`src/rtl/clcd_ws_pkg.sv`:
```
// Shared types and constants for the 4-bit character LCD write sequencer.
// Holds the request/result transaction structs, request kinds, register indexes and
// the LCD command constants. No dependencies.
`default_nettype none

package clcd_ws_pkg;

  // Request kinds
  localparam logic [2:0] KIND_TICK    = 3'd0;
  localparam logic [2:0] KIND_CMD     = 3'd1;
  localparam logic [2:0] KIND_DATA    = 3'd2;
  localparam logic [2:0] KIND_CURSOR  = 3'd3;
  localparam logic [2:0] KIND_INIT    = 3'd4;

  // Configuration register indexes
  localparam int unsigned CFG_IDX_W = 3;
  localparam int unsigned CFG_DATA_W = 17;
  localparam logic [CFG_IDX_W-1:0] REG_ENABLE_HIGH = 3'd0;
  localparam logic [CFG_IDX_W-1:0] REG_ENABLE_CYCLE = 3'd1;
  localparam logic [CFG_IDX_W-1:0] REG_WRITE_WAIT = 3'd2;
  localparam logic [CFG_IDX_W-1:0] REG_CLEAR_WAIT = 3'd3;
  localparam logic [CFG_IDX_W-1:0] REG_POWERUP_WAIT = 3'd4;
  localparam logic [CFG_IDX_W-1:0] REG_FIRST_INIT_WAIT = 3'd5;
  localparam logic [CFG_IDX_W-1:0] REG_INIT_STEP_WAIT = 3'd6;

  // LCD command bytes and nibbles
  localparam logic [7:0] CMD_CLEAR      = 8'h01;
  localparam logic [7:0] CMD_HOME       = 8'h02;
  localparam logic [7:0] CMD_FUNC_SET   = 8'h28;
  localparam logic [7:0] CMD_DISPLAY_ON = 8'h0C;
  localparam logic [7:0] CMD_ENTRY_MODE = 8'h06;
  localparam logic [3:0] NIB_WAKE       = 4'h3;
  localparam logic [3:0] NIB_4BIT       = 4'h2;
  localparam logic [1:0] ROW_SECOND     = 2'd1;

  // Initialization step markers
  localparam logic [3:0] STEP_NONE       = 4'd0;
  localparam logic [3:0] STEP_NIB_FIRST  = 4'd1;
  localparam logic [3:0] STEP_NIB_LAST   = 4'd4;
  localparam logic [3:0] STEP_BYTE_FIRST = 4'd5;
  localparam logic [3:0] STEP_BYTE_PRE_LAST = 4'd7;

  typedef struct packed {
    logic [2:0] kind;
    logic [7:0] value;
    logic [1:0] row;
    logic [5:0] col;
  } req_t;

  typedef struct packed {
    logic       rs_pin;
    logic [3:0] data_pins;
    logic       enable_pin;
    logic       busy_res;
    logic       accepted;
  } res_t;

  // Command bytes sent after the nibble wake-up sequence
  function automatic logic [7:0] init_byte(input logic [1:0] idx);
    logic [7:0] b;
    unique case (idx)
      2'd0: b = CMD_FUNC_SET;
      2'd1: b = CMD_DISPLAY_ON;
      2'd2: b = CMD_CLEAR;
      default: b = CMD_ENTRY_MODE;
    endcase
    return b;
  endfunction

endpackage

`default_nettype wire

```
`src/rtl/char_lcd_4bit_write_sequencer_core.sv`:
```
// Character LCD 4-bit write sequencer: pin sequencing state machine with a down-counter.
// The result of a transaction is registered and shown in the cycle after it is accepted.
// Throughput: one transaction per cycle; the output register frees on the same edge
// it is taken, so input ready only drops while a result waits unclaimed.
// Reset: asynchronous, active low; idle, pin state registers low, timing registers at defaults.
// Depends on clcd_ws_pkg.
`default_nettype none

module char_lcd_4bit_write_sequencer_core #(
  parameter int unsigned TIMER_BITS = 17
) (
  input  wire logic                                clk_i,
  input  wire logic                                rst_ni,
  input  wire logic                                in_valid_i,
  output logic                                     in_ready_o,
  input  wire clcd_ws_pkg::req_t                   in_data_i,
  output logic                                     out_valid_o,
  input  wire logic                                out_ready_i,
  output clcd_ws_pkg::res_t                        out_data_o,
  input  wire logic                                cfg_valid_i,
  output logic                                     cfg_ready_o,
  input  wire logic [clcd_ws_pkg::CFG_IDX_W-1:0]   cfg_index_i,
  input  wire logic [clcd_ws_pkg::CFG_DATA_W-1:0]  cfg_data_i
);

  // Largest count the timer can hold, kept one bit wider than 32 for the shift
  localparam logic [32:0] TMax = (33'd1 << TIMER_BITS) - 33'd1;

  typedef enum logic [2:0] {
    PH_IDLE,
    PH_POWERUP,
    PH_EN_HIGH,
    PH_EN_CYCLE,
    PH_BYTE_WAIT,
    PH_INIT_WAIT
  } phase_e;

  // Load value for a wait: zero counts as one tick, long waits saturate
  function automatic logic [TIMER_BITS-1:0] timer_load(
    input logic [clcd_ws_pkg::CFG_DATA_W-1:0] v
  );
    logic [32:0] t;
    t = {{(33 - clcd_ws_pkg::CFG_DATA_W){1'b0}}, v};
    if (t == 33'd0) t = 33'd1;
    if (t > TMax) t = TMax;
    return t[TIMER_BITS-1:0];
  endfunction

  // Timing registers, zero-extended to the config data width for loading
  logic [7:0]  en_high_q;
  logic [9:0]  en_cycle_q;
  logic [11:0] write_wait_q;
  logic [15:0] clear_wait_q;
  logic [16:0] powerup_wait_q;
  logic [16:0] first_init_q;
  logic [16:0] init_step_wait_q;

  // Sequencer state
  phase_e                phase_q, phase_d;
  logic [3:0]            step_q, step_d;
  logic [TIMER_BITS-1:0] timer_q, timer_d;
  logic [TIMER_BITS-1:0] timer_dec;
  logic [7:0]            pend_q, pend_d;
  logic                  low_next_q, low_next_d;
  logic                  rs_q, rs_d;
  logic [3:0]            nib_q, nib_d;
  logic                  en_q, en_d;
  logic                  acc_d;
  logic [3:0]            step_inc;
  logic [7:0]            start_b;
  logic                  start_rs;
  logic                  start_go;
  logic                  pulse_go;
  logic [3:0]            pulse_nib;

  // Output register
  logic                  out_valid_q;
  clcd_ws_pkg::res_t     out_q;

  logic in_acc;

  assign in_ready_o  = !out_valid_q || out_ready_i;
  assign in_acc      = in_valid_i && in_ready_o;
  assign cfg_ready_o = 1'b1;
  assign out_valid_o = out_valid_q;
  assign out_data_o  = out_q;

  assign timer_dec = (timer_q != '0) ? timer_q - TIMER_BITS'(1) : timer_q;
  assign step_inc  = step_q + 4'd1;

  // Next state for one tick: start a request when idle, else count down and
  // advance the phase when the count runs out.
  always_comb begin
    phase_d    = phase_q;
    step_d     = step_q;
    timer_d    = timer_q;
    pend_d     = pend_q;
    low_next_d = low_next_q;
    rs_d       = rs_q;
    nib_d      = nib_q;
    en_d       = en_q;
    acc_d      = 1'b0;
    start_go   = 1'b0;
    start_b    = pend_q;
    start_rs   = 1'b0;
    pulse_go   = 1'b0;
    pulse_nib  = nib_q;

    if (phase_q == PH_IDLE) begin
      if (in_data_i.kind >= clcd_ws_pkg::KIND_CMD &&
          in_data_i.kind <= clcd_ws_pkg::KIND_INIT) begin
        acc_d  = 1'b1;
        step_d = clcd_ws_pkg::STEP_NONE;
        unique case (in_data_i.kind)
          clcd_ws_pkg::KIND_CMD: begin
            start_go = 1'b1;
            start_b  = in_data_i.value;
          end
          clcd_ws_pkg::KIND_DATA: begin
            start_go = 1'b1;
            start_b  = in_data_i.value;
            start_rs = 1'b1;
          end
          clcd_ws_pkg::KIND_CURSOR: begin
            // Column stays below 0x40, so adding it to the row base is a concatenation
            start_go = 1'b1;
            start_b  = {1'b1, in_data_i.row == clcd_ws_pkg::ROW_SECOND, in_data_i.col};
          end
          default: begin
            step_d  = clcd_ws_pkg::STEP_NIB_FIRST;
            en_d    = 1'b0;
            phase_d = PH_POWERUP;
            timer_d = timer_load(powerup_wait_q);
          end
        endcase
      end
    end else begin
      timer_d = timer_dec;
      if (timer_dec == '0) begin
        unique case (phase_q)
          PH_POWERUP: begin
            rs_d      = 1'b0;
            pulse_go  = 1'b1;
            pulse_nib = clcd_ws_pkg::NIB_WAKE;
          end
          PH_EN_HIGH: begin
            en_d    = 1'b0;
            phase_d = PH_EN_CYCLE;
            timer_d = timer_load({7'd0, en_cycle_q});
          end
          PH_EN_CYCLE: begin
            if (step_q >= clcd_ws_pkg::STEP_NIB_FIRST &&
                step_q <= clcd_ws_pkg::STEP_NIB_LAST) begin
              phase_d = PH_INIT_WAIT;
              timer_d = (step_q == clcd_ws_pkg::STEP_NIB_FIRST) ?
                        timer_load(first_init_q) : timer_load(init_step_wait_q);
            end else if (!low_next_q) begin
              low_next_d = 1'b1;
              pulse_go   = 1'b1;
              pulse_nib  = pend_q[3:0];
            end else begin
              low_next_d = 1'b0;
              phase_d    = PH_BYTE_WAIT;
              // Clear and home need the long wait
              if (!rs_q && (pend_q == clcd_ws_pkg::CMD_CLEAR ||
                            pend_q == clcd_ws_pkg::CMD_HOME)) begin
                timer_d = timer_load({1'b0, clear_wait_q});
              end else begin
                timer_d = timer_load({5'd0, write_wait_q});
              end
            end
          end
          PH_INIT_WAIT: begin
            if (step_inc >= clcd_ws_pkg::STEP_NIB_FIRST &&
                step_inc <= clcd_ws_pkg::STEP_NIB_LAST) begin
              step_d    = step_inc;
              rs_d      = 1'b0;
              pulse_go  = 1'b1;
              pulse_nib = (step_inc == clcd_ws_pkg::STEP_NIB_LAST) ?
                          clcd_ws_pkg::NIB_4BIT : clcd_ws_pkg::NIB_WAKE;
            end else begin
              step_d   = clcd_ws_pkg::STEP_BYTE_FIRST;
              start_go = 1'b1;
              start_b  = clcd_ws_pkg::CMD_FUNC_SET;
            end
          end
          PH_BYTE_WAIT: begin
            if (step_q >= clcd_ws_pkg::STEP_BYTE_FIRST &&
                step_q <= clcd_ws_pkg::STEP_BYTE_PRE_LAST) begin
              step_d   = step_inc;
              start_go = 1'b1;
              start_b  = clcd_ws_pkg::init_byte(step_inc[1:0] - 2'd1);
            end else begin
              step_d  = clcd_ws_pkg::STEP_NONE;
              phase_d = PH_IDLE;
              timer_d = '0;
            end
          end
          default: begin
            phase_d = PH_IDLE;
            timer_d = '0;
          end
        endcase
      end
    end

    // A new byte latches its value and register select, then pulses the high nibble
    if (start_go) begin
      pend_d     = start_b;
      rs_d       = start_rs;
      low_next_d = 1'b0;
      pulse_go   = 1'b1;
      pulse_nib  = start_b[7:4];
    end
    if (pulse_go) begin
      nib_d   = pulse_nib;
      en_d    = 1'b1;
      phase_d = PH_EN_HIGH;
      timer_d = timer_load({9'd0, en_high_q});
    end
  end

  always_ff @(posedge clk_i or negedge rst_ni) begin
    if (!rst_ni) begin
      en_high_q        <= 8'd2;
      en_cycle_q       <= 10'd50;
      write_wait_q     <= 12'd100;
      clear_wait_q     <= 16'd2000;
      powerup_wait_q   <= 17'd50000;
      first_init_q     <= 17'd5000;
      init_step_wait_q <= 17'd100000;
      phase_q          <= PH_IDLE;
      step_q           <= '0;
      timer_q          <= '0;
      pend_q           <= '0;
      low_next_q       <= 1'b0;
      rs_q             <= 1'b0;
      nib_q            <= '0;
      en_q             <= 1'b0;
      out_valid_q      <= 1'b0;
    end else begin
      // Register writes; indexes beyond the list are dropped
      if (cfg_valid_i) begin
        unique case (cfg_index_i)
          clcd_ws_pkg::REG_ENABLE_HIGH:     en_high_q        <= cfg_data_i[7:0];
          clcd_ws_pkg::REG_ENABLE_CYCLE:    en_cycle_q       <= cfg_data_i[9:0];
          clcd_ws_pkg::REG_WRITE_WAIT:      write_wait_q     <= cfg_data_i[11:0];
          clcd_ws_pkg::REG_CLEAR_WAIT:      clear_wait_q     <= cfg_data_i[15:0];
          clcd_ws_pkg::REG_POWERUP_WAIT:    powerup_wait_q   <= cfg_data_i;
          clcd_ws_pkg::REG_FIRST_INIT_WAIT: first_init_q     <= cfg_data_i;
          clcd_ws_pkg::REG_INIT_STEP_WAIT:  init_step_wait_q <= cfg_data_i;
          default: ;
        endcase
      end
      // Advance the sequencer once per accepted tick and capture its result
      if (in_acc) begin
        phase_q     <= phase_d;
        step_q      <= step_d;
        timer_q     <= timer_d;
        pend_q      <= pend_d;
        low_next_q  <= low_next_d;
        rs_q        <= rs_d;
        nib_q       <= nib_d;
        en_q        <= en_d;
        out_valid_q <= 1'b1;
      end else if (out_ready_i) begin
        out_valid_q <= 1'b0;
      end
    end
  end

  // Result payload; no reset needed
  always_ff @(posedge clk_i) begin
    if (in_acc) begin
      out_q.rs_pin     <= rs_d;
      out_q.data_pins  <= nib_d;
      out_q.enable_pin <= en_d;
      out_q.busy_res   <= (phase_d != PH_IDLE);
      out_q.accepted   <= acc_d;
    end
  end

endmodule

`default_nettype wire

```
`config.mk`:
```
export PLATFORM = sky130hd
export DESIGN_NAME = char_lcd_4bit_write_sequencer_core
export DESIGN_NICKNAME = d
export VERILOG_FILES = /design/src/rtl/clcd_ws_pkg.sv /design/src/rtl/char_lcd_4bit_write_sequencer_core.sv
export SDC_FILE = /design/constraint.sdc
export NUM_CORES = 1
export LEC_CHECK = 0
export BUFFER_PORTS_ARGS = -buffer_cell sky130_fd_sc_hd__buf_4
export CAP_MARGIN = 20
export CORE_MARGIN = 5
export CORE_UTILIZATION = 35
export CTS_CLUSTER_SIZE = 28
export DETAILED_ROUTE_END_ITERATION = 12
export HOLD_SLACK_MARGIN = 0.06
export SETUP_SLACK_MARGIN = 0.05
export SLEW_MARGIN = 30
export SYNTH_ARGS = -nofsm -noshare
export SYNTH_HDL_FRONTEND = slang
export SYNTH_SLANG_ARGS = --single-unit
```
`constraint.sdc`:
```
create_clock -name clk_i -period 5.5 [get_ports clk_i]
set_input_delay 0.275 -clock clk_i [delete_from_list [all_inputs] [get_ports clk_i]]
set_output_delay 0.275 -clock clk_i [all_outputs]
set_load 0.05 [all_outputs]
```
Word level (Yosys, flattened, before mapping)
Cells that the tools add are included.
{"block": "word_totals", "regBits": 145, "input_bits": 44, "output_inout_bits": 11, "word_cells": 234}
{"block": "classes", "n_addsub": 3, "n_lt_le_gt_ge": 15, "n_eq_ne": 29, "mux": 122, "reduce_logical": 43}
{"operator": "$mux 33", "n": 27}
{"operator": "$mux 17", "n": 21}
{"operator": "$gt 33x17->1 const B", "n": 7}
{"operator": "$logic_not 17->1", "n": 4}
{"operator": "$pmux 17 s4", "n": 1}
{"operator": "$mux 4", "n": 12}
{"operator": "$mux 8", "n": 6}
{"operator": "$mux 1", "n": 35}
{"operator": "$pmux 8 s2", "n": 2}
{"operator": "$mux 3", "n": 8}
{"operator": "$eq 3x2->1 const B", "n": 6}
{"operator": "$pmux 6 s3", "n": 1}
{"operator": "$reduce_bool 17->1", "n": 1}
{"operator": "$sub 17x1->17 const B", "n": 1}
{"operator": "$logic_not 16->1", "n": 1}
{"operator": "$mux 16", "n": 1}
{"operator": "$reduce_and 2->1", "n": 8}
{"operator": "$eq 3x3->1 const B", "n": 5}
{"operator": "$le 4x3->1 const B", "n": 3}
{"operator": "$logic_not 12->1", "n": 1}
{"operator": "$mux 12", "n": 1}
{"operator": "$pmux 3 s4", "n": 1}
{"operator": "$pmux 4 s3", "n": 1}
{"operator": "$logic_not 10->1", "n": 1}
{"operator": "other kinds (35)", "n": 57}

Longest topological paths before layout
{"block": "logic_depth", "ltp_word": 18, "depth_mapped": 13}

Worst setup path after synthesis
No wires, ideal clock.
{"block": "synth_timing", "path_kind": "register to register", "start": "register timer_q[0]", "end": "register out_q (netlist bit out_data_o[3]) (data pin)", "arrival_ns": 2.951, "slack_ns": 2.294, "stages_incl_launch_ff": 12, "n_path_buf": 1, "period_less_slack_ns": 3.206, "cell_sequence": "dfrtp_1 -> inv_1 -> ha_1 -> or4b_1 -> buf_2 -> nor4_4 -> nand4_1 -> a211oi_2 -> o21ai_2 -> or3_4 -> or2_1 -> a31o_1"}
{"block": "synth_via", "elab_chain_cells": 7, "word_cells_on_any_way": 15}
{"element": "start, declared", "line_no": "char_lcd_4bit_write_sequencer_core.sv:61", "text": "logic [TIMER_BITS-1:0] timer_q, timer_d;"}
{"element": "start signal, assigned", "line_no": "char_lcd_4bit_write_sequencer_core.sv:259", "text": "timer_q <= timer_d;"}
{"element": "$sub 17x1->17 or $reduce_bool 17->1 (tied branches)", "line_no": "char_lcd_4bit_write_sequencer_core.sv:88", "text": "assign timer_dec = (timer_q != '0) ? timer_q - TIMER_BITS'(1) : timer_q;"}
{"element": "$mux 17 *", "line_no": "char_lcd_4bit_write_sequencer_core.sv:88"}
{"element": "$logic_not 17->1 *", "line_no": "char_lcd_4bit_write_sequencer_core.sv:139", "text": "if (timer_dec == '0) begin"}
{"element": "$mux 4, or another cell as far along", "line_no": "char_lcd_4bit_write_sequencer_core.sv:139"}
{"element": "$mux 4, or another cell as far along", "line_no": "char_lcd_4bit_write_sequencer_core.sv:109", "text": "if (phase_q == PH_IDLE) begin"}
{"element": "$mux 4 or $mux 1 (tied branches)", "line_no": "char_lcd_4bit_write_sequencer_core.sv:208", "text": "if (start_go) begin"}
{"element": "$mux 4 *", "line_no": "char_lcd_4bit_write_sequencer_core.sv:215", "text": "if (pulse_go) begin"}
{"element": "named net nib_d[0]", "line_no": "char_lcd_4bit_write_sequencer_core.sv:66", "text": "logic [3:0] nib_q, nib_d;"}
{"element": "end, declared", "line_no": "char_lcd_4bit_write_sequencer_core.sv:78", "text": "clcd_ws_pkg::res_t out_q;"}
Mark *: on every way through the listed nets, which the timed path passes. The rest lies on a longest branch. The select of a mux whose other input is x is not followed.
A chain may end at the register's enable or synchronous reset.

Final worst setup path
{"block": "layout_timing", "start": "register timer_q[0]", "end": "register pend_q[1]"}
{"block": "layout_via", "elab_chain_cells": 6, "word_cells_on_any_way": 8}
{"element": "$sub 17x1->17 or $reduce_bool 17->1 (tied branches)", "line_no": "char_lcd_4bit_write_sequencer_core.sv:88"}
{"element": "$mux 17 *", "line_no": "char_lcd_4bit_write_sequencer_core.sv:88"}
{"element": "$logic_not 17->1 *", "line_no": "char_lcd_4bit_write_sequencer_core.sv:139"}
{"element": "$mux 1", "line_no": "char_lcd_4bit_write_sequencer_core.sv:139"}
{"element": "$mux 1", "line_no": "char_lcd_4bit_write_sequencer_core.sv:109"}
{"element": "$reduce_and 8->1 (no line) *"}
{"element": "end signal, assigned", "line_no": "char_lcd_4bit_write_sequencer_core.sv:260", "text": "pend_q <= pend_d;"}
{"element": "end, declared", "line_no": "char_lcd_4bit_write_sequencer_core.sv:63", "text": "logic [7:0] pend_q, pend_d;"}
Mark *: on every way between the ends. The rest lies on a longest branch, timed or not.

==> summary.md <==
| Metric | Value |
|---|---|
| First-pass DRT Iterations | 5 |
| Largest area contributor in the synthesized netlist | dfrtp_1 |
| Yosys reg bits | ~150 |
| Worst Min Path Start | cfg_data_i[16] |
| Worst Hold Depth | 2 |
| Top layer in use | met4 |
| Hold Fails Final Rpt | 0 |
| H-tree levels | 4 |
| Root buffer cell | clkbuf_16 |
| Setup CP Type | reg2reg |
| Die height | around 170 um |
| Area of the multi-input gates | 0.00462 mm^2 |
| Distinct cells, synth | 86 |
| Synth Flop Type | dfrtp_1 |
| Worst hold path class | in2reg |
| Longest Clk Path Bufs | 2 |
| Worst Path Required | 5.81 ns |
| R2R cell count | 10 |
| Final setup violation count | 0 |
| Maximum vdd drop | 0.000213 V |
| Crit Reg-Reg Endpoint | pend_q[1]$_DFFE_PN0P_ |
| # rows | 57 |
| Global-route wire length before repair | 41000 um |
| Area fraction of the dominant cell type after synthesis | 31.2% |
| Routed wire length | 25700 um |
| I/O pin count | 55 |
| Leak | 3.94 nW |
| Number of synthesized flops with an enable pin | 8 |
| Worst Hold End | init_step_wait_q[16]$_DFFE_PN1P_ |
| Crit path DAT | 4.11 ns |
| Layout area overhead | 16.1% |
| Max-slew violations | 0 |
| Post-route ant nets | 0 |
| Inst Count DP | 1179 |
| RSZ-0062 raised after global routing | false |
| Num CTS Buffers | 17 |
| Post-DR vias/cell | 5.93 |
| Max-cap violations | 0 |
| Worst Tran Pin Value | 0.998 ns |
| Most common cell in the netlist | mux2_2 |
| Compound-Gate Fraction of Synth Area | 18.6% |
| Pin count of the biggest net entering global routing | 90 |
| Yosys warns | 0 |
| Via count | around 7200 |
| Worst Path Max Fanout | 13 |
| Main combinational cell family by area after synthesis | compound AO/OA/AOI/OAI gates |
| Initial antenna violation count | 0 |
| Fmax | 263 MHz |
| Sequential cell area | 0.00371 mm^2 |
| Vias in the first global route | 7003 |
| DR WL/cell | ~21 um |
| Number of fillers in the final layout | between 2000 and 2500 |
| Syn nets | 889 |
| Routability cong. | 0.918 |
| Die width | 167 um |
| Gr ovfl total | 0 |
| Core ar. | 0.0242 mm^2 |
| Share of post-route cells with drive strength above 1 | 30.2% |
| Top cells by count, synth | mux2_2, dfrtp_1, nand2_1 |
| CP Launch Type | flip-flop |
| Worst relative slew slack | between 30% and 40% |
| Initial core utilization | 35.4% |
| Port Buf Inserts | 53 |
| CTS tree | done |
| 1st-iter DRT viols | 669 |
| Fraction of registers with async set/reset | between 90 and 100% |
| Reg2reg start | timer_q[0]$_DFFE_PN0P_ |
| Mux cell area share after synthesis | 16.4% |
| Die area | 0.0277 mm^2 |
| Xor/xnor share of the synthesized area | 1.30% |
| Post-layout min period | around 3.8 ns |
| Metal3 WL | approximately 1600 um |
| PnR worst setup slack | 1.70 ns |
| Post-Synth Simple-Gate Area | 15.9% |
| Clock latency on the worst-skew pair | about 0.43 ns |
| Count of cells resized by post-cts repair | 0 |
| All-Layer GR Usage | ~18% |
| Crit end category | flip-flop |
| # diodes | 0 |
| Top post-synthesis cells by area | dfrtp_1, mux2_2, dfstp_2 |
| CTS Sinks | 145 |
| Clock skew | 0.00968 ns |
| Synthesized cell area | 0.00858 mm^2 |
| Final TNS setup | 0 ns |
| Adder-Cell Fraction of Synth Area | about 1.2% |
| Final nets | around 930 |
| WL met2 | 11500 um |
| Syn_area_per_cell | ~10 um^2 |
| R2r setup slk | 1.70 ns |
| Non-filler instance count after layout | 1214 |
| Pre-CTS setup slack | approximately 1.8 ns |
| Power density cells | 448 mW/mm^2 |
| Outcome | complete, no violations |
| Syn Inst Count | 837 |
| Met1 WL | between 10000 and 15000 um |
| Seq/Total Area, Yosys | 43.2% |
| Fin crit share | between 60% and 70% |
| Detailed-route DRC error count | 0 |
| Clk slew on worst S/H paths | around 0.07 ns |
| Post-DP HPWL | roughly 19000 um |
kinds of logic (layout without fill, tap and decap cells):
family	Yosys count	in the layout
AO/OA/AOI/OAI	225	225
XOR/XNOR	11	11
adder cells (fa/ha/maj)	8	8
buffers and inverters	69	122
flip-flops	145	145
multiplexers	127	127
other	1	1
AND/OR/NAND/NOR	251	251
state kept, by name, indices dropped and copies added, names as in the netlist, 8 cells and up:
register          flops
clear_wait_q         16
first_init_q         17
powerup_wait_q       17
write_wait_q         12
timer_q              17
init_step_wait_q     17
en_cycle_q           10
pend_q                8
en_high_q             8
out_data_o            8
through the flow:
step	area [um^2]	hold WS (ns)	total power (W)	util [%]
floorplan	8580	-0.0206	0.00275	-
global placement	9280	0.414	0.00322	38.3
detailed placement	9310	0.417	0.00324	38.4
CTS	9940	0.105	0.00445	41.0
global route	9960	0.105	0.00471	41.1
finish	9960	0.109	0.00447	41.1
worst max-delay path by stage:
stage | start | cells past startpoint | slack (ns) | endpoint
finish | timer_q[0]$_DFFE_PN0P_ | 10 | 1.70 | pend_q[1]$_DFFE_PN0P_
CTS | step_q[0]$_DFFE_PN0P_ | 10 | 1.74 | out_data_o[5]$_DFFE_PP_
global placement | timer_q[0]$_DFFE_PN0P_ | 10 | 1.76 | pend_q[3]$_DFFE_PN0P_
floorplan | timer_q[0]$_DFFE_PN0P_ | 11 | 2.29 | out_data_o[3]$_DFFE_PP_
global route | timer_q[0]$_DFFE_PN0P_ | 10 | 1.51 | pend_q[3]$_DFFE_PN0P_
detailed placement | timer_q[0]$_DFFE_PN0P_ | 10 | 1.75 | pend_q[1]$_DFFE_PN0P_
cell usage in the layout (no fill, tap or decap), types with 13 or more instances in the layout:
master,count
a21oi_1,35
a31oi_1,15
buf_4,67
clkbuf_16,17
dfrtp_1,107
dfstp_2,30
inv_1,19
mux2_2,108
mux2i_1,17
nand2_1,67
nor2_1,53
nor3_1,13
nor4_1,28
o21ai_0,38
cell type report:
cell class	instances	area share [%]
clock buffers	19	4.45
clock inverters	13	1.68
inverters	19	0.716
multi-input cells	623	46.4
flip-flops and latches	145	37.2
well taps	324	4.07
repair buffers	71	5.48
where the power goes:
group | switching (W) | internal (W)
clock network | 0.000511 | 0.000701
registers | 0.000303 | 0.00136
logic | 0.000964 | 0.000629
total | 0.00178 | 0.00269
repair_timing:
action,4_1_cts,5_1_grt
hold endpoints to repair,70,0
hold buffers,2,0
setup buffers,0,0
metal layers:
layer	vias up	GRT usage, %
li1	3291	-
met1	3556	26.5
met2	303	27.9
met3	54	3.27
met4	0	6.05
met5	-	0
critical path: stages, from the launching register on:
cell,delay (ns)
dfrtp_1,0.44
inv_1,0.18
ha_1,0.16
or4b_1,0.61
or4_1,0.66
nand3_1,0.17
a211oi_2,0.09
o21ai_2,0.27
nor2_2,0.30
o21ai_4,0.41
mux2_2,0.38
No activity file was read; power rests on OpenSTA's default activity.
